==> src/design/rrd_pkg.sv <==
// Types, codes and constants of the recording record deframer
package rrd_pkg;

	typedef struct packed {
		logic [7:0] byte_value;
		logic       final_byte;
	} rrd_in_t;

	typedef struct packed {
		logic        item_kind;
		logic [7:0]  data_byte;
		logic [2:0]  status;
		logic [31:0] delay_frame_count;
		logic [31:0] total_frame_count;
		logic        run_end;
	} rrd_out_t;

	typedef enum logic [3:0] {
		PH_HEADER,
		PH_TYPE,
		PH_LEN_LO,
		PH_LEN_HI,
		PH_PAYLOAD,
		PH_STR_ONE,
		PH_SKIP,
		PH_STR_A,
		PH_STR_B,
		PH_HALT
	} phase_t;

	typedef enum logic [1:0] {
		SQ_IDLE,
		SQ_FILL,
		SQ_REPORT
	} seq_t;

	typedef enum logic [1:0] {
		OUT_DATA,
		OUT_ZERO,
		OUT_REPORT
	} out_sel_t;

	localparam logic [2:0] STAT_OK             = 3'd0;
	localparam logic [2:0] STAT_TOO_SHORT      = 3'd1;
	localparam logic [2:0] STAT_BAD_MAGIC      = 3'd2;
	localparam logic [2:0] STAT_HDR_INCOMPLETE = 3'd3;
	localparam logic [2:0] STAT_NO_FRAMES      = 3'd4;
	localparam logic [2:0] STAT_LEN_MISMATCH   = 3'd5;

	localparam logic [7:0] REC_INPUT  = 8'h12;
	localparam logic [7:0] REC_CHAT   = 8'h14;
	localparam logic [7:0] REC_DROP   = 8'h08;
	localparam logic [7:0] MAGIC_VER0 = 8'h30;
	localparam logic [7:0] MAGIC_VER1 = 8'h31;

	localparam logic [31:0] MAGIC_LEN      = 32'd3;
	localparam logic [31:0] HDR_SHORT_LEN  = 32'd272;
	localparam logic [31:0] HDR_LONG_LEN   = 32'd400;
	localparam logic [31:0] PLAYER_OFS     = 32'd268;
	localparam logic [31:0] PLAYER_END     = 32'd272;
	localparam logic [15:0] SKIP_TAIL      = 16'd4;

	// Status from the datapath to the controller
	typedef struct packed {
		logic past_end;
		logic last_byte;
		logic magic_fail;
		logic header_done;
		logic byte_zero;
		logic type_input;
		logic type_chat;
		logic type_drop;
		logic rec_len_zero;
		logic rec_overrun;
		logic part_last;
		logic fill_last;
		logic in_final;
		logic final_q;
	} dp_stat_t;

	// Commands from the controller to the datapath
	typedef struct packed {
		logic     take_byte;
		logic     hdr_update;
		logic     len_lo_load;
		logic     frame_open;
		logic     frame_empty;
		logic     part_load_four;
		logic     part_dec;
		logic     fill_dec;
		logic     out_load;
		out_sel_t out_sel;
		logic     out_run_end;
		logic     clear_parse;
	} dp_cmd_t;

	function automatic logic [7:0] magic_prefix(input logic [1:0] idx);
		logic [7:0] v;
		case (idx)
			2'd0: v = 8'h4B;
			2'd1: v = 8'h52;
			default: v = 8'h43;
		endcase
		return v;
	endfunction

endpackage

==> src/design/recording_record_deframer.sv <==
// Recording record deframer: header check, record walk and end-of-file report.
// Takes one file byte a cycle while the output word is free or being taken; an
// empty input record emits players*4 zero words, one a cycle while the word is
// free or being taken, and input stalls until the last of them is loaded; the
// final byte is followed by the status report; the single output register and
// the sequencer stall input until it is loaded. Write file_length while idle.
module recording_record_deframer
	import rrd_pkg::*;
#(
	parameter int MAX_PLAYERS = 4
) (
	input  logic        clk,
	input  logic        arst_n,
	input  logic        cfg_we,
	input  logic [31:0] cfg_wdata,
	input  logic        byte_valid,
	output logic        byte_ready,
	input  rrd_in_t     byte_data,
	output logic        item_valid,
	input  logic        item_ready,
	output rrd_out_t    item_data
);

	dp_stat_t stat;
	dp_cmd_t  cmd;

	rrd_ctrl u_ctrl (
		.clk        (clk),
		.arst_n     (arst_n),
		.byte_valid (byte_valid),
		.byte_ready (byte_ready),
		.item_valid (item_valid),
		.item_ready (item_ready),
		.stat       (stat),
		.cmd        (cmd)
	);

	rrd_datapath #(
		.MAX_PLAYERS (MAX_PLAYERS)
	) u_datapath (
		.clk       (clk),
		.arst_n    (arst_n),
		.cfg_we    (cfg_we),
		.cfg_wdata (cfg_wdata),
		.byte_in   (byte_data),
		.cmd       (cmd),
		.stat      (stat),
		.item_out  (item_data)
	);

endmodule

==> src/design/rrd_datapath.sv <==
// Datapath of the deframer: position, header checks, record counters and output register
module rrd_datapath
	import rrd_pkg::*;
#(
	parameter int MAX_PLAYERS = 4
) (
	input  logic        clk,
	input  logic        arst_n,
	input  logic        cfg_we,
	input  logic [31:0] cfg_wdata,
	input  rrd_in_t     byte_in,
	input  dp_cmd_t     cmd,
	output dp_stat_t    stat,
	output rrd_out_t    item_out
);

	localparam int PCW = $clog2(MAX_PLAYERS + 1);
	localparam int FW  = $clog2(4 * MAX_PLAYERS + 1);

	logic [31:0] len_q;
	logic [31:0] pos_q;
	logic [2:0]  magic_q;
	logic        long_q;
	logic [31:0] player_q;
	logic [15:0] part_q;
	logic [7:0]  len_lo_q;
	logic        delay_period_q;
	logic [31:0] delay_q;
	logic [31:0] total_q;
	logic [FW-1:0] fill_q;
	logic        final_q;
	logic        mismatch_q;
	rrd_out_t    out_q;

	logic [7:0]  b;
	logic [32:0] pos_inc;
	logic [15:0] rec_len;
	logic [33:0] rec_end;
	logic [2:0]  magic_nx;
	logic [PCW-1:0] players;
	logic [FW-1:0]  fill_cnt;
	logic [2:0]  report_status;
	logic        in_player_word;
	rrd_out_t    out_nx;

	function automatic logic [31:0] sat_inc(input logic [31:0] v);
		return (v == '1) ? v : v + 32'd1;
	endfunction

	assign b        = byte_in.byte_value;
	assign pos_inc  = {1'b0, pos_q} + 33'd1;
	assign rec_len  = {b, len_lo_q};
	assign rec_end  = {1'b0, pos_inc} + {18'd0, rec_len};
	assign in_player_word = (pos_q >= PLAYER_OFS) && (pos_q < PLAYER_END);

	always_comb begin
		magic_nx = magic_q;
		if (pos_q < MAGIC_LEN) begin
			if (b != magic_prefix(pos_q[1:0]))
				magic_nx[0] = 1'b0;
		end else if (pos_q == MAGIC_LEN) begin
			if (b != MAGIC_VER0)
				magic_nx[1] = 1'b0;
			if (b != MAGIC_VER1)
				magic_nx[2] = 1'b0;
		end
	end

	// Clamp the signed player word to 1..MAX_PLAYERS
	always_comb begin
		if (player_q[31] || player_q == 32'd0)
			players = PCW'(1);
		else if (player_q > 32'(MAX_PLAYERS))
			players = PCW'(MAX_PLAYERS);
		else
			players = player_q[PCW-1:0];
		fill_cnt = FW'({players, 2'b00});
	end

	always_comb begin
		stat.past_end     = pos_q >= len_q;
		stat.last_byte    = pos_inc >= {1'b0, len_q};
		stat.magic_fail   = (pos_q == MAGIC_LEN) && (!magic_nx[0] || magic_nx[2:1] == 2'b00);
		stat.header_done  = pos_q == (long_q ? HDR_LONG_LEN - 32'd1 : HDR_SHORT_LEN - 32'd1);
		stat.byte_zero    = b == 8'd0;
		stat.type_input   = b == REC_INPUT;
		stat.type_chat    = b == REC_CHAT;
		stat.type_drop    = b == REC_DROP;
		stat.rec_len_zero = rec_len == 16'd0;
		stat.rec_overrun  = rec_end > {2'b00, len_q};
		stat.part_last    = part_q <= 16'd1;
		stat.fill_last    = fill_q == FW'(1);
		stat.in_final     = byte_in.final_byte;
		stat.final_q      = final_q;
	end

	always_comb begin
		if (len_q < HDR_SHORT_LEN)
			report_status = STAT_TOO_SHORT;
		else if (mismatch_q)
			report_status = STAT_LEN_MISMATCH;
		else if (!magic_q[0] || magic_q[2:1] == 2'b00)
			report_status = STAT_BAD_MAGIC;
		else if (long_q && len_q < HDR_LONG_LEN)
			report_status = STAT_HDR_INCOMPLETE;
		else if (total_q == 32'd0)
			report_status = STAT_NO_FRAMES;
		else
			report_status = STAT_OK;
	end

	always_ff @(posedge clk or negedge arst_n) begin
		if (!arst_n) begin
			len_q <= '0;
		end else if (cfg_we) begin
			len_q <= cfg_wdata;
		end
	end

	always_ff @(posedge clk or negedge arst_n) begin
		if (!arst_n) begin
			pos_q          <= '0;
			magic_q        <= 3'b111;
			long_q         <= 1'b0;
			player_q       <= '0;
			part_q         <= '0;
			len_lo_q       <= '0;
			delay_period_q <= 1'b1;
			delay_q        <= '0;
			total_q        <= '0;
			fill_q         <= '0;
			final_q        <= 1'b0;
			mismatch_q     <= 1'b0;
		end else if (cmd.clear_parse) begin
			pos_q          <= '0;
			magic_q        <= 3'b111;
			long_q         <= 1'b0;
			player_q       <= '0;
			part_q         <= '0;
			len_lo_q       <= '0;
			delay_period_q <= 1'b1;
			delay_q        <= '0;
			total_q        <= '0;
			fill_q         <= '0;
			final_q        <= 1'b0;
			mismatch_q     <= 1'b0;
		end else begin
			if (cmd.take_byte) begin
				pos_q      <= sat_inc(pos_q);
				final_q    <= byte_in.final_byte;
				mismatch_q <= pos_inc != {1'b0, len_q};
			end
			if (cmd.hdr_update) begin
				magic_q <= magic_nx;
				if (pos_q == MAGIC_LEN && !stat.magic_fail)
					long_q <= magic_nx[2];
				if (in_player_word)
					player_q[{pos_q[1:0], 3'b000} +: 8] <= b;
			end
			if (cmd.len_lo_load)
				len_lo_q <= b;
			if (cmd.frame_open) begin
				delay_period_q <= 1'b0;
				total_q        <= sat_inc(total_q);
				part_q         <= rec_len;
			end
			if (cmd.frame_empty) begin
				if (delay_period_q)
					delay_q <= sat_inc(delay_q);
				total_q <= sat_inc(total_q);
				// first zero goes out with the record byte itself
				fill_q  <= fill_cnt - FW'(1);
			end
			if (cmd.part_load_four)
				part_q <= SKIP_TAIL;
			if (cmd.part_dec)
				part_q <= stat.part_last ? 16'd0 : part_q - 16'd1;
			if (cmd.fill_dec)
				fill_q <= fill_q - FW'(1);
		end
	end

	always_comb begin
		out_nx         = '0;
		out_nx.run_end = cmd.out_run_end;
		case (cmd.out_sel)
			OUT_DATA: begin
				out_nx.data_byte = b;
			end
			OUT_REPORT: begin
				out_nx.item_kind         = 1'b1;
				out_nx.status            = report_status;
				out_nx.delay_frame_count = delay_q;
				out_nx.total_frame_count = total_q;
			end
			default: begin
			end
		endcase
	end

	always_ff @(posedge clk or negedge arst_n) begin
		if (!arst_n) begin
			out_q <= '0;
		end else if (cmd.out_load) begin
			out_q <= out_nx;
		end
	end

	assign item_out = out_q;

endmodule

==> src/design/rrd_ctrl.sv <==
// Controller of the deframer: record parse phase and output sequencing
module rrd_ctrl
	import rrd_pkg::*;
(
	input  logic     clk,
	input  logic     arst_n,
	input  logic     byte_valid,
	output logic     byte_ready,
	output logic     item_valid,
	input  logic     item_ready,
	input  dp_stat_t stat,
	output dp_cmd_t  cmd
);

	seq_t   seq_q, seq_d;
	phase_t phase_q, phase_d, phase_nx;
	logic   out_valid_q, out_valid_d;

	logic slot_free;
	logic accept;
	logic load;
	logic act_hdr, act_len_lo, act_open, act_empty, act_four, act_dec;
	logic emit_data, emit_fill;

	assign slot_free  = !out_valid_q || item_ready;
	assign byte_ready = (seq_q == SQ_IDLE) && slot_free;
	assign accept     = byte_ready && byte_valid;
	assign item_valid = out_valid_q;
	assign load       = (accept && (emit_data || emit_fill))
		|| ((seq_q == SQ_FILL || seq_q == SQ_REPORT) && slot_free);

	// Decode what the word at the input does in the current phase
	always_comb begin
		phase_nx   = phase_q;
		act_hdr    = 1'b0;
		act_len_lo = 1'b0;
		act_open   = 1'b0;
		act_empty  = 1'b0;
		act_four   = 1'b0;
		act_dec    = 1'b0;
		emit_data  = 1'b0;
		emit_fill  = 1'b0;
		if (stat.past_end) begin
			phase_nx = PH_HALT;
		end else begin
			case (phase_q)
				PH_HEADER: begin
					act_hdr = 1'b1;
					if (stat.magic_fail)
						phase_nx = PH_HALT;
					else if (stat.header_done)
						phase_nx = PH_TYPE;
				end
				PH_TYPE: begin
					if (stat.last_byte)
						phase_nx = PH_HALT;
					else if (stat.type_input)
						phase_nx = PH_LEN_LO;
					else if (stat.type_chat)
						phase_nx = PH_STR_ONE;
					else if (stat.type_drop)
						phase_nx = PH_STR_A;
					else
						phase_nx = PH_HALT;
				end
				PH_LEN_LO: begin
					if (stat.last_byte) begin
						phase_nx = PH_HALT;
					end else begin
						act_len_lo = 1'b1;
						phase_nx   = PH_LEN_HI;
					end
				end
				PH_LEN_HI: begin
					if (stat.rec_len_zero) begin
						act_empty = 1'b1;
						emit_fill = 1'b1;
						phase_nx  = PH_TYPE;
					end else if (stat.rec_overrun) begin
						phase_nx = PH_HALT;
					end else begin
						act_open = 1'b1;
						phase_nx = PH_PAYLOAD;
					end
				end
				PH_PAYLOAD: begin
					emit_data = 1'b1;
					act_dec   = 1'b1;
					if (stat.part_last)
						phase_nx = PH_TYPE;
				end
				PH_STR_ONE: begin
					if (stat.byte_zero) begin
						act_four = 1'b1;
						phase_nx = PH_SKIP;
					end
				end
				PH_SKIP: begin
					act_dec = 1'b1;
					if (stat.part_last)
						phase_nx = PH_TYPE;
				end
				PH_STR_A: begin
					if (stat.byte_zero)
						phase_nx = PH_STR_B;
				end
				PH_STR_B: begin
					if (stat.byte_zero)
						phase_nx = PH_TYPE;
				end
				default: begin
					phase_nx = PH_HALT;
				end
			endcase
		end
	end

	// Next state
	always_comb begin
		seq_d   = seq_q;
		phase_d = phase_q;
		case (seq_q)
			SQ_IDLE: begin
				if (accept) begin
					phase_d = phase_nx;
					if (emit_fill)
						seq_d = SQ_FILL;
					else if (stat.in_final)
						seq_d = SQ_REPORT;
				end
			end
			SQ_FILL: begin
				if (slot_free && stat.fill_last)
					seq_d = stat.final_q ? SQ_REPORT : SQ_IDLE;
			end
			SQ_REPORT: begin
				if (slot_free) begin
					seq_d   = SQ_IDLE;
					phase_d = PH_HEADER;
				end
			end
			default: begin
				seq_d = SQ_IDLE;
			end
		endcase
		if (load)
			out_valid_d = 1'b1;
		else if (item_ready)
			out_valid_d = 1'b0;
		else
			out_valid_d = out_valid_q;
	end

	// Commands
	always_comb begin
		cmd                = '0;
		cmd.out_sel        = OUT_DATA;
		cmd.take_byte      = accept;
		cmd.hdr_update     = accept && act_hdr;
		cmd.len_lo_load    = accept && act_len_lo;
		cmd.frame_open     = accept && act_open;
		cmd.frame_empty    = accept && act_empty;
		cmd.part_load_four = accept && act_four;
		cmd.part_dec       = accept && act_dec;
		case (seq_q)
			SQ_IDLE: begin
				if (accept && emit_data) begin
					cmd.out_load    = 1'b1;
					cmd.out_sel     = OUT_DATA;
					cmd.out_run_end = !stat.in_final;
				end else if (accept && emit_fill) begin
					cmd.out_load    = 1'b1;
					cmd.out_sel     = OUT_ZERO;
					cmd.out_run_end = 1'b0;
				end
			end
			SQ_FILL: begin
				if (slot_free) begin
					cmd.out_load    = 1'b1;
					cmd.out_sel     = OUT_ZERO;
					cmd.out_run_end = stat.fill_last && !stat.final_q;
					cmd.fill_dec    = 1'b1;
				end
			end
			SQ_REPORT: begin
				if (slot_free) begin
					cmd.out_load    = 1'b1;
					cmd.out_sel     = OUT_REPORT;
					cmd.out_run_end = 1'b1;
					cmd.clear_parse = 1'b1;
				end
			end
			default: begin
			end
		endcase
	end

	always_ff @(posedge clk or negedge arst_n) begin
		if (!arst_n) begin
			seq_q       <= SQ_IDLE;
			phase_q     <= PH_HEADER;
			out_valid_q <= 1'b0;
		end else begin
			seq_q       <= seq_d;
			phase_q     <= phase_d;
			out_valid_q <= out_valid_d;
		end
	end

endmodule

==> config.mk <==
export PLATFORM = sky130hd
export DESIGN_NAME = recording_record_deframer
export DESIGN_NICKNAME = d
export VERILOG_FILES = /design/src/design/rrd_pkg.sv /design/src/design/recording_record_deframer.sv /design/src/design/rrd_datapath.sv /design/src/design/rrd_ctrl.sv
export SDC_FILE = /design/constraint.sdc
export NUM_CORES = 1
export LEC_CHECK = 0
export BUFFER_PORTS_ARGS = -buffer_cell sky130_fd_sc_hd__buf_2
export CELL_PAD_IN_SITES_DETAIL_PLACEMENT = 1
export CELL_PAD_IN_SITES_GLOBAL_PLACEMENT = 1
export CORE_MARGIN = 8
export CORE_UTILIZATION = 48
export CTS_BUF_LIST = sky130_fd_sc_hd__clkbuf_8
export CTS_CLUSTER_DIAMETER = 100
export DETAILED_ROUTE_END_ITERATION = 10
export HOLD_SLACK_MARGIN = 0.03
export PLACE_DENSITY_LB_ADDON = 0.1
export SYNTH_ARGS = -nofsm -noshare
export SYNTH_HDL_FRONTEND = slang
export SYNTH_SLANG_ARGS = --single-unit
==> constraint.sdc <==
create_clock -name clk -period 8.6 [get_ports clk]
set_input_delay 1.72 -clock clk [delete_from_list [all_inputs] [get_ports clk]]
set_output_delay 1.72 -clock clk [all_outputs]
set_load 0.05 [all_outputs]
# ---- Word-level counts from Yosys, hierarchy flattened
# Cells that the tools add are included.
dict set report totals {
  register_bits 280
  output_inout_bits 79
}
dict set report classes {
  muxes 108
  n_eq_ne 36
  magnitude_cmp 10
  addsub 9
  shifts 2
  n_reduce_logical 60
}
# op n
set ops {}
lappend ops {{$mux 32} 14}
lappend ops {{$add 32x1->32 const B} 3}
lappend ops {{$eq 32x32->1 const B} 3}
lappend ops {{$lt 32x9->1 const B} 3}
lappend ops {{$mux 16} 5}
lappend ops {{$mux 4} 18}
lappend ops {{$mux 67} 1}
lappend ops {{$logic_not 32->1} 2}
lappend ops {{$mux 8} 5}
lappend ops {{$mux 1} 37}
lappend ops {{$add 33x16->34} 1}
lappend ops {{$gt 34x32->1} 1}
lappend ops {{$add 32x1->33 const B} 1}
lappend ops {{$ge 33x32->1} 1}
lappend ops {{$ne 33x32->1} 1}
lappend ops {{$bwmux 32} 1}
lappend ops {{$eq 32x2->1 const B} 1}
lappend ops {{$eq 32x32->1} 1}
lappend ops {{$ge 32x32->1} 1}
lappend ops {{$ge 32x9->1 const B} 1}
lappend ops {{$gt 32x3->1 const B} 1}
lappend ops {{$lt 32x2->1 const B} 1}
lappend ops {{$pmux 4 s8} 1}
lappend ops {{$shift 8x7->32 const A} 1}
lappend ops {{44 further kinds} 120}

# ---- Longest topological paths before layout
# Gate-level depths: netlist of the first run.
dict set report depth {
  word_depth 14
  mapped_depth 28
  mapped_depth_nobuf 25
}

# ---- Modules after synthesis
# Synthesis of the first run repeated with hierarchy kept, for this count alone.
dict set report unflattened {
  hier_cells 1850
  area_unflattened_um2 17312.9
}
# mod area_per_inst_um2 cells_each n_inst
set modules_own_cells {}
lappend modules_own_cells {rrd_datapath 16503.3 1737 1}
lappend modules_own_cells {rrd_ctrl 809.5 113 1}

# ---- Worst setup path before layout of the first run
# Ideal clock, no wire load.
dict set report synth_path {
  path_type {input to register}
  from {input port byte_data[2] (netlist bit)}
  to {register u_datapath.part_q[5]}
  t_arrival_ps 5602
  slack_ps 2877
  cell_stages 20
  path_cell_list {ha_1 -> nand2_1 -> a211oi_1 -> o2111a_1 -> a2bb2oi_1 -> nand4b_1 -> nand2b_1 -> or3_1 -> xnor2_1 -> ha_1 -> nand2_1 -> o21ai_0 -> a211oi_1 -> o21ai_0 -> o21ai_0 -> nand3_1 -> o31ai_2 -> buf_2 -> a21oi_1 -> a31o_2}
}
dict set report synth_via {
  elab_chain_len 8
}
# item line_no
set synth_rtl {}
lappend synth_rtl {{start: declaration} recording_record_deframer.sv:18} ;# input rrd_in_t byte_data,
lappend synth_rtl {{$add 33x16->34 / $logic_not 8->1 (equally long branches)} {rrd_datapath.sv:53, rrd_datapath.sv:85}}
lappend synth_rtl {{$gt 34x32->1 / $mux 1 (equally long branches)} {rrd_datapath.sv:90, rrd_ctrl.sv:93}}
lappend synth_rtl {{$mux 1 (on tied branches)} {rrd_ctrl.sv:79, rrd_ctrl.sv:46}}
lappend synth_rtl {{$mux 1 (on tied branches)} {rrd_ctrl.sv:75, rrd_ctrl.sv:43}}
lappend synth_rtl {{$mux 1 / $logic_and 1x1->1 (equally long branches)} {rrd_ctrl.sv:46, rrd_ctrl.sv:163}}
lappend synth_rtl {{$mux 1 / $mux 16 (equally long branches)} {rrd_ctrl.sv:43, rrd_datapath.sv:174}}
lappend synth_rtl {{$logic_and 1x1->1 / $mux 16 (equally long branches)} {rrd_ctrl.sv:161, rrd_datapath.sv:176}}
lappend synth_rtl {{$reduce_bool 4->1 (no source line) / $mux 16 (equally long branches)} -}
lappend synth_rtl {{end signal: assignment} rrd_datapath.sv:165} ;# part_q <= rec_len;
lappend synth_rtl {{end signal: assignment} rrd_datapath.sv:177} ;# part_q <= stat.part_last ? 16'd0 : part_q - 16'd1;
lappend synth_rtl {{end: declaration} rrd_datapath.sv:25} ;# logic [15:0] part_q;
# Several ways; a longest one is shown, not always the timed one.
# A chain may end at the register's enable or synchronous reset.

# ---- Final worst setup path of the first run
dict set report layout_path {
  from {register u_datapath.pos_q[0]}
  to {register u_datapath.total_q[24]}
}
dict set report layout_via {
  elab_chain_len 9
}
# item line_no
set layout_rtl {}
lappend layout_rtl {{start: declaration} rrd_datapath.sv:21} ;# logic [31:0] pos_q;
lappend layout_rtl {{start signal: assignment} rrd_datapath.sv:149} ;# pos_q <= sat_inc(pos_q);
lappend layout_rtl {{$add 32x1->33} rrd_datapath.sv:51} ;# assign pos_inc = {1'b0, pos_q} + 33'd1;
lappend layout_rtl {{$add 33x16->34} rrd_datapath.sv:53} ;# assign rec_end = {1'b0, pos_inc} + {18'd0, rec_len};
lappend layout_rtl {{$gt 34x32->1} rrd_datapath.sv:90} ;# stat.rec_overrun = rec_end > {2'b00, len_q};
lappend layout_rtl {{$mux 1} rrd_ctrl.sv:79} ;# end else if (stat.rec_overrun) begin
lappend layout_rtl {{$mux 1} rrd_ctrl.sv:75} ;# if (stat.rec_len_zero) begin
lappend layout_rtl {{$mux 1} rrd_ctrl.sv:46} ;# case (phase_q)
lappend layout_rtl {{$mux 1} rrd_ctrl.sv:43} ;# if (stat.past_end) begin
lappend layout_rtl {{$logic_and 1x1->1} rrd_ctrl.sv:161} ;# cmd.frame_open = accept && act_open;
lappend layout_rtl {{$reduce_bool 3->1 (no source line)} -}
lappend layout_rtl {{end signal: assignment} rrd_datapath.sv:164} ;# total_q <= sat_inc(total_q);
lappend layout_rtl {{end signal: assignment} rrd_datapath.sv:170} ;# total_q <= sat_inc(total_q);
lappend layout_rtl {{end: declaration} rrd_datapath.sv:29} ;# logic [31:0] total_q;
# Several ways; a longest one is shown, not always the timed one.

==> results of run 1 <==
[registers in the layout (all words and copies together) (netlist names)]
register and flops:
u_ctrl.item_valid 1, u_ctrl.phase_q 4, u_ctrl.seq_q 2, u_datapath.delay_period_q 1, u_datapath.delay_q 32, u_datapath.fill_q 5, u_datapath.final_q 1, u_datapath.item_out 77
u_datapath.len_lo_q 8, u_datapath.len_q 32, u_datapath.long_q 1, u_datapath.magic_q 3, u_datapath.mismatch_q 1, u_datapath.part_q 16, u_datapath.player_q 32, u_datapath.pos_q 32
u_datapath.total_q 32
[cell families after synthesis]
group	synth area share [%]
compound gates	17.8
xor+xnor	5.04
fa+ha+maj	9.67
buf+inv	4.18
flops	40.0
mux	1.98
simple gates	21.4
[area by class of cell]
class	instances	area, sq um
Tap cell	468	586
Inverter	95	357
Multi-Input combinational cell	1463	9820
Sequential cell	280	7010
Clock buffer	62	853
Fill cell	4280	16800
Clock inverter	26	110
Timing Repair Buffer	139	756
[power by group through the flow]
stage          Clock, uW  Combinational, uW  Sequential (uW)
5_1_grt             1320                964             1430
4_1_cts             1260                882             1420
2_1_floorplan          0                557             1450
3_3_place_gp           0                847             1440
6_report            1220                875             1420
3_5_place_dp           0                876             1440
[metrics by stage]
| step | hold slack, ns | area (sq um) |
|---|---|---|
| final | 0.480 | 19500 |
| after global routing | 0.497 | 19500 |
| after CTS | 0.486 | 19500 |
| after detailed placement | 0.473 | 18500 |
| after global placement | 0.454 | 18500 |
| after floorplan | 0.448 | 17500 |
[final timing paths]
path	slack, ns	from	to	cells after the start
worst max-delay path	1.05	u_datapath.pos_q[0]	u_datapath.total_q[24]	25
worst min-delay path	0.48	u_datapath.item_out[76]	u_datapath.item_out[76]	1
worst max register to register	1.05	u_datapath.pos_q[0]	u_datapath.total_q[24]	25
worst min register to register	0.48	u_datapath.item_out[76]	u_datapath.item_out[76]	1
max in group asynchronous	6.03	arst_n	u_datapath.len_q[16]	2
min in group asynchronous	1.17	arst_n	u_datapath.item_out[12]	1
[per-layer routing]
layer | global-route usage (%) | vias up
met5 | 0 | -
met4 | 10.4 | 0
met3 | 3.61 | 113
met2 | 44.4 | 350
met1 | 33.2 | 7799
li1 | - | 7244
[worst max-delay path, stage by stage, from the launching register on]
cell,delay (ns)
sky130_fd_sc_hd__dfrtp_1,0.57
sky130_fd_sc_hd__ha_1,0.37
sky130_fd_sc_hd__and3_1,0.29
sky130_fd_sc_hd__nand4_1,0.35
sky130_fd_sc_hd__nor2_1,0.32
sky130_fd_sc_hd__xor2_1,0.15
sky130_fd_sc_hd__ha_1,0.41
sky130_fd_sc_hd__a21o_1,0.14
sky130_fd_sc_hd__a21oi_1,0.07
sky130_fd_sc_hd__and3_1,0.19
sky130_fd_sc_hd__o211ai_1,0.11
sky130_fd_sc_hd__nand3_1,0.30
sky130_fd_sc_hd__nor4_1,0.81
sky130_fd_sc_hd__nor2b_1,0.24
sky130_fd_sc_hd__xnor2_1,0.14
sky130_fd_sc_hd__ha_1,0.26
sky130_fd_sc_hd__a21oi_1,0.18
sky130_fd_sc_hd__o21ai_0,0.13
sky130_fd_sc_hd__a211oi_1,0.31
sky130_fd_sc_hd__o21ai_0,0.12
sky130_fd_sc_hd__o21ai_0,0.50
sky130_fd_sc_hd__a41o_1,0.30
sky130_fd_sc_hd__o31ai_4,0.07
sky130_fd_sc_hd__buf_4,0.28
sky130_fd_sc_hd__or4_1,0.57
sky130_fd_sc_hd__a21oi_1,0.20
[placed cells by master, fill, tap and decap left out, drive strengths merged, types with 29 or more instances in the layout]
cell,instances
nor2,179
nor3,40
o21ai,122
xnor2,63
nand2b,30
nor4,56
nand3,74
buf,139
xor2,38
a21oi,79
nand4,50
a22o,106
nand2,178
clkbuf,62
mux2i,29
ha,134
dfrtp,276
inv,115
and3,34
==> flow_metrics.env, run 1 <==
export IMPL_synthTopCellsByCount="276 x sky130_fd_sc_hd__dfrtp_1, 179 x sky130_fd_sc_hd__nor2_1, 178 x sky130_fd_sc_hd__nand2_1, 134 x sky130_fd_sc_hd__ha_1, 117 x sky130_fd_sc_hd__o21ai_0"
export IMPL_grt_use_total_pct=26.1
export IMPL_post_cts_resized=0
export IMPL_share_comb_of_total_power_pct=24.9
export IMPL_synth_yosys_warnings=0
export IMPL_met2_length_um=27500
export IMPL_antenna_violations_before_repair=0
export IMPL_die_width_um=207
export IMPL_grt_overflow_total=0
export IMPL_cts_buffers=52
export IMPL_netlist_top_cell_by_area="sky130_fd_sc_hd__dfrtp_1"
export IMPL_seq_power_share_pct=40.4
export IMPL_ctsHoldBuffers=0
export IMPL_core_region_area_sq_um=36300
export IMPL_switching_power_uw=1300
export IMPL_final_setup_tns_ns=0
export IMPL_clk_latency_ns=0.66
export IMPL_fp_row_count=70
export IMPL_cts_setup_buffers=0
export IMPL_period_minus_slack_ns=7.55
export IMPL_mappedNetlistNets=2109
export IMPL_grt_first_pass_wirelength_um=92100
export IMPL_detailed_place_hpwl_um=40800
export IMPL_synth_most_common_cell="sky130_fd_sc_hd__dfrtp_1"
export IMPL_critical_path_data_arrival_time_ns=8.08
export IMPL_endpoint_kind="register"
export IMPL_finalNetCount=2212
export IMPL_routabilityCongestion=0.894
export IMPL_synth_top_area_share_pct=39.4
export IMPL_die_y_um=207
export IMPL_cts_htree_levels=2
export IMPL_synth_ff_type="sky130_fd_sc_hd__dfrtp_1"
export IMPL_detailroute_wirelength_met3_um=2310
export IMPL_startpoint_type="register"
export IMPL_clk_pin_slew_ns=0.06
export IMPL_die_area_sq_um=42900
export IMPL_dpl_worst_slack_ns=1.33
export IMPL_setup_viol=0
export IMPL_grt_setup_unrepaired="no"
export IMPL_maximum_fanout_count_along_the_critical_path=45
export IMPL_fmaxAchievable_mhz=132
export IMPL_relSlewSlack_pct=27.2
export IMPL_intPower_uw=2220
export IMPL_hold_path_class="register to register"
export IMPL_slew_violations=0
export IMPL_cts_tree="yes"
export IMPL_final_instance_count_excl_fill=2533
export IMPL_antenna_violating_nets_post_route=0
export IMPL_drt_first_iter_violations=930
export IMPL_postRouteWirelength_um=56400
export IMPL_antennaDiodeCount=0
export IMPL_peakVddDrop_v=0.000149
export IMPL_timing_final_crit_share_pct=87.8
export IMPL_io_pin_count=125
export IMPL_route_top_layer_used="met4"
export IMPL_synth_seq_cells=280
export IMPL_skew_ns=0.0432
export IMPL_clock_tree_buffer_depth=3
export IMPL_finalWorstSetupSlack_ns=1.05
export IMPL_drive_above_1_share_pct=11.9
export IMPL_cellLeakagePower_uw=0.00934
export IMPL_post_drt_via_cell_ratio=6.12
export IMPL_area_growth_pct=11.1
export IMPL_drt_wirelength_per_cell_um=22.2
export IMPL_finalPower_uw=3520
export IMPL_async_reset_ff_share_pct=100
export IMPL_ys_seq_area_share_pct=40.0
export IMPL_power_share_clock_pct=34.8
export IMPL_number_of_flops_mapped_to_enable_cells_by_yosys=0
export IMPL_syn_avg_cell_area_sq_um=9.10
export IMPL_result_of_the_run="complete, no violations"
export IMPL_worst_endpoint_required_ns=9.13
export IMPL_vias=15500
export IMPL_timing_worst_slew_pin_value_ns=1.09
export IMPL_yosysUniqueCellTypes=80
export IMPL_route_detailed_drc=0
export IMPL_final_hold_viol_count=0
export IMPL_final_core_util_pct=53.8
export IMPL_post_synth_inst_count=1928
export IMPL_place_detailed_instances=2445
export IMPL_path_class="register to register"
export IMPL_power_share_switching_pct=36.9
export IMPL_initial_utilization_pct=48.4
export IMPL_netlist_area_sq_um=17500
export IMPL_cts_sinks=280
export IMPL_drtPass1Iterations=5
export IMPL_wl_met1_um=24500
export IMPL_netlist_top_cells_area="sky130_fd_sc_hd__dfrtp_1 39%, sky130_fd_sc_hd__ha_1 9.6%, sky130_fd_sc_hd__a22o_1 5.3%"
export IMPL_cts_root_buffer_cell="sky130_fd_sc_hd__clkbuf_8"
export IMPL_power_density_nw_per_um2=181
export IMPL_vias_in_the_first_global_route=16400
export IMPL_maxCapViolations=0
export IMPL_maximum_number_of_pins_on_one_net_before_global_route_repair=159
export IMPL_io_buffers=124
Note: power is estimated with default switching activity, not from simulation.
==> inputs of run 2 (changes only) <==
Settings changed: CORE_UTILIZATION 48 to 53.
==> run 2 against run 1 <==
Net effect: first-iteration DRC count is 14% higher; final cell count is 0.91% lower; highest routed layer unchanged; clock skew is 0.025 ns lower; sequential share of layout area hardly changed; utilization is 6.1 points higher; wire length is 2.3% higher; fmax is 0.75% lower; global-route usage is 3.5 points higher; count of clock-buffer cells in the layout is 1 lower; largest power group unchanged; design area hardly changed; sequential power hardly changed.
==> flow_metrics.env, run 2 (synthesis gave the netlist of run 1 again) <==
export IMPL_postRouteWirelength_um=57700
export IMPL_wl_met1_um=25000
export IMPL_maxCapViolations=0
export IMPL_finalWorstSetupSlack_ns=0.995
export IMPL_hold_path_class="register to register"
export IMPL_drt_wirelength_per_cell_um=23.0
export IMPL_vias=15800
export IMPL_skew_ns=0.0182
export IMPL_drt_first_iter_violations=1062
export IMPL_timing_final_crit_share_pct=88.4
export IMPL_detailed_place_hpwl_um=41300
export IMPL_seq_power_share_pct=39.8
export IMPL_layout_filler_cells=3856
export IMPL_met2_length_um=27500
export IMPL_multi_input_gate_area_in_the_final_layout_sq_um=9820
export IMPL_fin_area_sq_um=19500
export IMPL_clock_tree_buffer_depth=3
export IMPL_initial_utilization_pct=53.9
export IMPL_clk_latency_ns=0.62
export IMPL_relSlewSlack_pct=22.1
export IMPL_detailroute_wirelength_met3_um=3210
export IMPL_area_growth_pct=11.1
export IMPL_switching_power_uw=1310
export IMPL_cellLeakagePower_uw=0.00936
export IMPL_final_instance_count_excl_fill=2510
export IMPL_final_setup_tns_ns=0
export IMPL_ctsHoldBuffers=0
export IMPL_place_detailed_instances=2419
export IMPL_vias_in_the_first_global_route=16700
export IMPL_worst_endpoint_required_ns=9.10
export IMPL_grt_use_total_pct=29.6
export IMPL_power_share_switching_pct=36.8
export IMPL_placed_cell_area_sq_um=18500
export IMPL_post_drt_via_cell_ratio=6.30
export IMPL_final_hold_viol_count=0
export IMPL_grt_first_pass_wirelength_um=92800
export IMPL_cts_root_buffer_cell="sky130_fd_sc_hd__clkbuf_8"
export IMPL_slew_violations=0
export IMPL_startpoint_type="register"
export IMPL_power_share_clock_pct=35.2
export IMPL_dpl_worst_slack_ns=1.27
export IMPL_share_comb_of_total_power_pct=25.0
export IMPL_drtPass1Iterations=5
export IMPL_period_minus_slack_ns=7.60
export IMPL_io_pin_count=125
export IMPL_die_width_um=198
export IMPL_core_region_area_sq_um=32500
export IMPL_regArea_sq_um=7010
export IMPL_power_density_nw_per_um2=183
export IMPL_routabilityCongestion=0.890
export IMPL_final_common_cell="sky130_fd_sc_hd__dfrtp_1"
export IMPL_maximum_fanout_count_along_the_critical_path=11
export IMPL_path_class="register to register"
export IMPL_grt_setup_unrepaired="no"
export IMPL_cp_cell_sequence="ha_1 > and3_1 > nand4_1 > nor2_1 > xor2_1 > ha_1 > nand3_1 > nor2_1 > o2111a_1 > a2bb2oi_1 > nand4b_1 > nand2b_1 > or3_1 > xnor2_1 > ha_1 > a21oi_1 > o21ai_0 > a211oi_1 > o21ai_0 > o21ai_0 > nand3_1 > nor3_1 > a21oi_1 > o221a_1"
export IMPL_drive_above_1_share_pct=11.9
export IMPL_worst_path_max_delay_cell="sky130_fd_sc_hd__nor3_1"
export IMPL_cts_tree="yes"
export IMPL_endpoint_kind="register"
export IMPL_critical_path_data_arrival_time_ns=8.11
export IMPL_fp_row_count=66
export IMPL_post_cts_resized=0
export IMPL_die_y_um=198
export IMPL_setup_viol=0
export IMPL_clk_pin_slew_ns=0.06
export IMPL_cts_sinks=280
export IMPL_die_area_sq_um=39200
export IMPL_antenna_violations_before_repair=1
export IMPL_timing_worst_slew_pin_value_ns=1.16
export IMPL_layout_cells_most_common_list="276 x sky130_fd_sc_hd__dfrtp_1, 179 x sky130_fd_sc_hd__nor2_1, 177 x sky130_fd_sc_hd__nand2_1"
export IMPL_route_top_layer_used="met4"
export IMPL_antenna_violating_nets_post_route=0
export IMPL_peakVddDrop_v=0.000149
export IMPL_grt_overflow_total=0
export IMPL_fmaxAchievable_mhz=132
export IMPL_route_detailed_drc=0
export IMPL_cts_buffers=49
export IMPL_intPower_uw=2250
export IMPL_cts_setup_buffers=0
export IMPL_critical_path_max_stage_delay_ns=0.71
export IMPL_io_buffers=124
export IMPL_largest_reg_flops=77
export IMPL_maximum_number_of_pins_on_one_net_before_global_route_repair=157
export IMPL_result_of_the_run="complete, no violations"
export IMPL_cts_htree_levels=2
export IMPL_final_core_util_pct=59.9
export IMPL_finalNetCount=2209
[run 2: changes by cell type in the layout (fill, tap and decap cells not counted), sizes merged]
cell,previous run,this run
inv,115,118
clkinvlp,2,0
bufinv,0,1
clkbuf,62,61
clkinv,4,5
diode,0,1
[run 2: worst max-delay path: cells and delay by family (launching register included)]
kind | cells | cell delay, ns
simple gates | 10 | 3.45
compound gates | 9 | 2.19
fa+ha+maj | 3 | 0.96
flops | 1 | 0.60
xor+xnor | 2 | 0.29
[run 2: metal layers]
layer | GRT usage [%] | vias up
li1 | - | 7234
met1 | 38.7 | 8055
met2 | 48.3 | 412
met3 | 5.70 | 123
met4 | 11.2 | 0
met5 | 0 | -
[run 2: area by class of cell]
type / instances / area share (%)
diodes: 1 / 0.0128
clock buffers: 61 / 4.31
clock inverters: 29 / 0.751
inverters: 95 / 1.83
multi-input cells: 1463 / 50.4
flip-flops and latches: 280 / 36.0
well taps: 442 / 2.84
repair buffers: 139 / 3.88
[run 2: power by group through the flow]
stage,clock [uW],sequential (uW),combinational [uW]
finish,1250,1420,889
global route,1340,1420,972
CTS,1280,1410,885
detailed placement,0,1440,877
global placement,0,1430,845
floorplan,0,1450,557
[run 2: per-stage QoR]
step / total power (uW) / hold slack, ns
after CTS: 3580 / 0.480
after detailed placement: 2310 / 0.471
after floorplan: 2010 / 0.448
final: 3560 / 0.479
after global routing: 3730 / 0.498
after global placement: 2280 / 0.454
[run 2: worst paths after layout]
check	from	to	slack, ns	depth (start not counted)
max	u_datapath.pos_q[0]	u_datapath.part_q[3]	1.0	24
min	u_datapath.magic_q[0]	u_datapath.magic_q[0]	0.48	2
max reg2reg	u_datapath.pos_q[0]	u_datapath.part_q[3]	1.0	24
min reg2reg	u_datapath.magic_q[0]	u_datapath.magic_q[0]	0.48	2
max in group asynchronous	arst_n	u_datapath.len_q[19]	5.94	2
min in group asynchronous	arst_n	u_datapath.player_q[5]	1.22	1
==> inputs of run 3 (changes only) <==
--- a/config.mk
+++ b/config.mk
@@ -6,12 +6,12 @@
 export NUM_CORES = 1
 export LEC_CHECK = 0
-export BUFFER_PORTS_ARGS = -buffer_cell sky130_fd_sc_hd__buf_2
 export CELL_PAD_IN_SITES_DETAIL_PLACEMENT = 1
 export CELL_PAD_IN_SITES_GLOBAL_PLACEMENT = 1
 export CORE_MARGIN = 8
-export CORE_UTILIZATION = 53
+export CORE_UTILIZATION = 56
 export CTS_BUF_LIST = sky130_fd_sc_hd__clkbuf_8
 export CTS_CLUSTER_DIAMETER = 100
 export DETAILED_ROUTE_END_ITERATION = 10
+export DONT_BUFFER_PORTS = 1
 export HOLD_SLACK_MARGIN = 0.03
 export PLACE_DENSITY_LB_ADDON = 0.1
==> constraint.sdc (replaced) <==
create_clock -name clk -period 8.6 [get_ports clk]
set_input_delay 0.86 -clock clk [delete_from_list [all_inputs] [get_ports clk]]
set_output_delay 0.86 -clock clk [all_outputs]
set_load 0.05 [all_outputs]
==> run 3 against run 2 <==
Net effect: first-iteration DRC count is 8.2% higher; clock skew is 0.014 ns higher; fmax is 0.67% lower; utilization is 0.63 points higher; wire length is 1.8% lower; die area is 4.9% lower; flip-flop and latch count stayed put; clock power is 3% higher.
==> flow_metrics.env, run 3 (synthesis gave the netlist of run 1 again) <==
export IMPL_ctsHoldBuffers=1
export IMPL_cp_endpoint="u_datapath.part_q[12]"
export IMPL_power_share_switching_pct=36.5
export IMPL_share_comb_of_total_power_pct=22.8
export IMPL_power_share_clock_pct=36.2
export IMPL_drt_wirelength_per_cell_um=24.1
export IMPL_timing_reg2reg_worst_path_depth=24
export IMPL_reg2reg_slack_ns=0.94
export IMPL_switching_power_uw=1300
export IMPL_worst_r2r_startpoint="u_datapath.pos_q[0]"
export IMPL_grt_overflow_total=0
export IMPL_initial_utilization_pct=56.2
export IMPL_worst_endpoint_required_ns=9.07
export IMPL_grt_setup_unrepaired="no"
export IMPL_drtPass1Iterations=5
export IMPL_cts_tree="yes"
export IMPL_die_width_um=193
export IMPL_hold_path_class="input pin to async pin"
export IMPL_cts_buffers=50
export IMPL_intPower_uw=2270
export IMPL_drt_first_iter_violations=1149
export IMPL_path_delay_family="simple AND/OR/NAND/NOR gates"
export IMPL_startpoint_type="register"
export IMPL_largest_reg_flops=77
export IMPL_fin_area_sq_um=18900
export IMPL_path_class="register to register"
export IMPL_clock_tree_buffer_depth=3
export IMPL_period_minus_slack_ns=7.66
export IMPL_power_density_nw_per_um2=189
export IMPL_cts_root_buffer_cell="sky130_fd_sc_hd__clkbuf_8"
export IMPL_cts_sinks=280
export IMPL_finalNetCount=2088
export IMPL_peakVddDrop_v=0.000115
export IMPL_stages_on_worst_setup_path=24
export IMPL_maxCapViolations=0
export IMPL_timing_critical_path_from="u_datapath.pos_q[0]"
export IMPL_grt_use_total_pct=30.3
export IMPL_grt_first_pass_wirelength_um=89700
export IMPL_final_setup_tns_ns=0
export IMPL_timing_final_crit_share_pct=89.0
export IMPL_place_detailed_instances=2255
export IMPL_post_drt_via_cell_ratio=6.54
export IMPL_maximum_fanout_count_along_the_critical_path=11
export IMPL_core_region_area_sq_um=31200
export IMPL_path_buf_inv=0
export IMPL_fmaxAchievable_mhz=131
export IMPL_postRouteWirelength_um=56600
export IMPL_antennaDiodeCount=0
export IMPL_layout_cells_most_common_list="276 x sky130_fd_sc_hd__dfrtp_1, 179 x sky130_fd_sc_hd__nor2_1, 177 x sky130_fd_sc_hd__nand2_1"
export IMPL_die_area_sq_um=37200
export IMPL_vias_in_the_first_global_route=16200
export IMPL_final_instance_count_excl_fill=2348
export IMPL_post_cts_resized=0
export IMPL_cts_htree_levels=2
export IMPL_clk_pin_slew_ns=0.06
export IMPL_endpoint_kind="register"
export IMPL_vias=15400
export IMPL_drive_above_1_share_pct=6.78
export IMPL_skew_ns=0.0326
export IMPL_clk_latency_ns=0.60
export IMPL_fp_row_count=65
export IMPL_routabilityCongestion=0.905
export IMPL_placed_cell_area_sq_um=17800
export IMPL_final_common_cell="sky130_fd_sc_hd__dfrtp_1"
export IMPL_worst_path_max_delay_cell="sky130_fd_sc_hd__nor3_1"
export IMPL_slew_violations=0
export IMPL_detailed_place_hpwl_um=40500
export IMPL_cp_cell_sequence="ha_1 > and3_1 > nand4_1 > nor2_1 > xor2_1 > ha_1 > a21o_1 > a21oi_1 > and3_1 > o211ai_1 > nand3_1 > nor4_1 > nor2b_1 > xnor2_1 > ha_1 > a21oi_1 > o21ai_0 > a211oi_1 > o21ai_0 > o21ai_0 > nand3_1 > nor3_1 > a21oi_1 > o21ba_2"
export IMPL_relSlewSlack_pct=25.1
export IMPL_die_y_um=193
export IMPL_area_growth_pct=7.75
export IMPL_result_of_the_run="complete, no violations"
export IMPL_cellLeakagePower_uw=0.00879
export IMPL_route_detailed_drc=0
export IMPL_io_pin_count=125
export IMPL_antenna_violating_nets_post_route=0
export IMPL_setup_viol=0
export IMPL_final_hold_viol_count=0
export IMPL_critical_path_max_stage_delay_ns=0.79
export IMPL_timing_worst_slew_pin_value_ns=1.11
export IMPL_maximum_number_of_pins_on_one_net_before_global_route_repair=277
export IMPL_antenna_violations_before_repair=0
export IMPL_cts_setup_buffers=0
export IMPL_fin_worst_hold_slack_ns=0.117
export IMPL_r2r_end="u_datapath.part_q[12]"
export IMPL_io_buffers=0
export IMPL_critical_path_data_arrival_time_ns=8.13
export IMPL_seq_power_share_pct=41.0
-- run 3: cell types whose count changed in the layout (fill, tap and decap cells not counted), sizes merged --
cell / before / now
clkinv: 5 / 9
inv: 118 / 112
diode: 1 / 0
clkbuf: 61 / 64
buf: 139 / 17
-- run 3: how the worst min path moves through the flow --
stage,slack [ns],startpoint,depth (start not counted),end
floorplan,0.45,u_datapath.magic_q[0],2,u_datapath.magic_q[0]
global placement,0.46,u_datapath.player_q[18],2,u_datapath.player_q[18]
detailed placement,0.48,u_datapath.magic_q[1],2,u_datapath.magic_q[1]
CTS,0.08,arst_n,0,u_datapath.delay_period_q
global route,0.08,arst_n,0,u_datapath.delay_period_q
finish,0.12,arst_n,0,u_datapath.delay_period_q
-- run 3: layer usage --
layer | track usage, % | routed length [um]
met1 | 37.5 | 23700
met2 | 52.1 | 27700
met3 | 4.84 | 2900
met4 | 12.3 | 2280
met5 | 0 | 0
-- run 3: layout make-up --
type	instances	area [sq um]
inverter	95	357
sequential	280	7010
tap	402	503
clock buffer	64	881
timing repair buffer	17	168
multi-input combinational	1463	9820
fill	3621	12300
clock inverter	27	159
-- run 3: power groups by stage --
stage	Clock, uW	Sequential (uW)	Combinational, uW
detailed placement	0	1490	774
finish	1290	1460	814
floorplan	0	1450	557
CTS	1320	1460	809
global placement	0	1480	741
global route	1360	1470	893
-- run 3: stage by stage --
step | total power [uW] | setup WS, ns | utilization [%]
final | 3570 | 0.944 | 60.5
after global routing | 3730 | 0.378 | 60.5
after CTS | 3590 | 1.04 | 60.4
after detailed placement | 2260 | 1.08 | 57.0
after global placement | 2220 | 1.41 | 57.0
after floorplan | 2010 | 3.09 | -
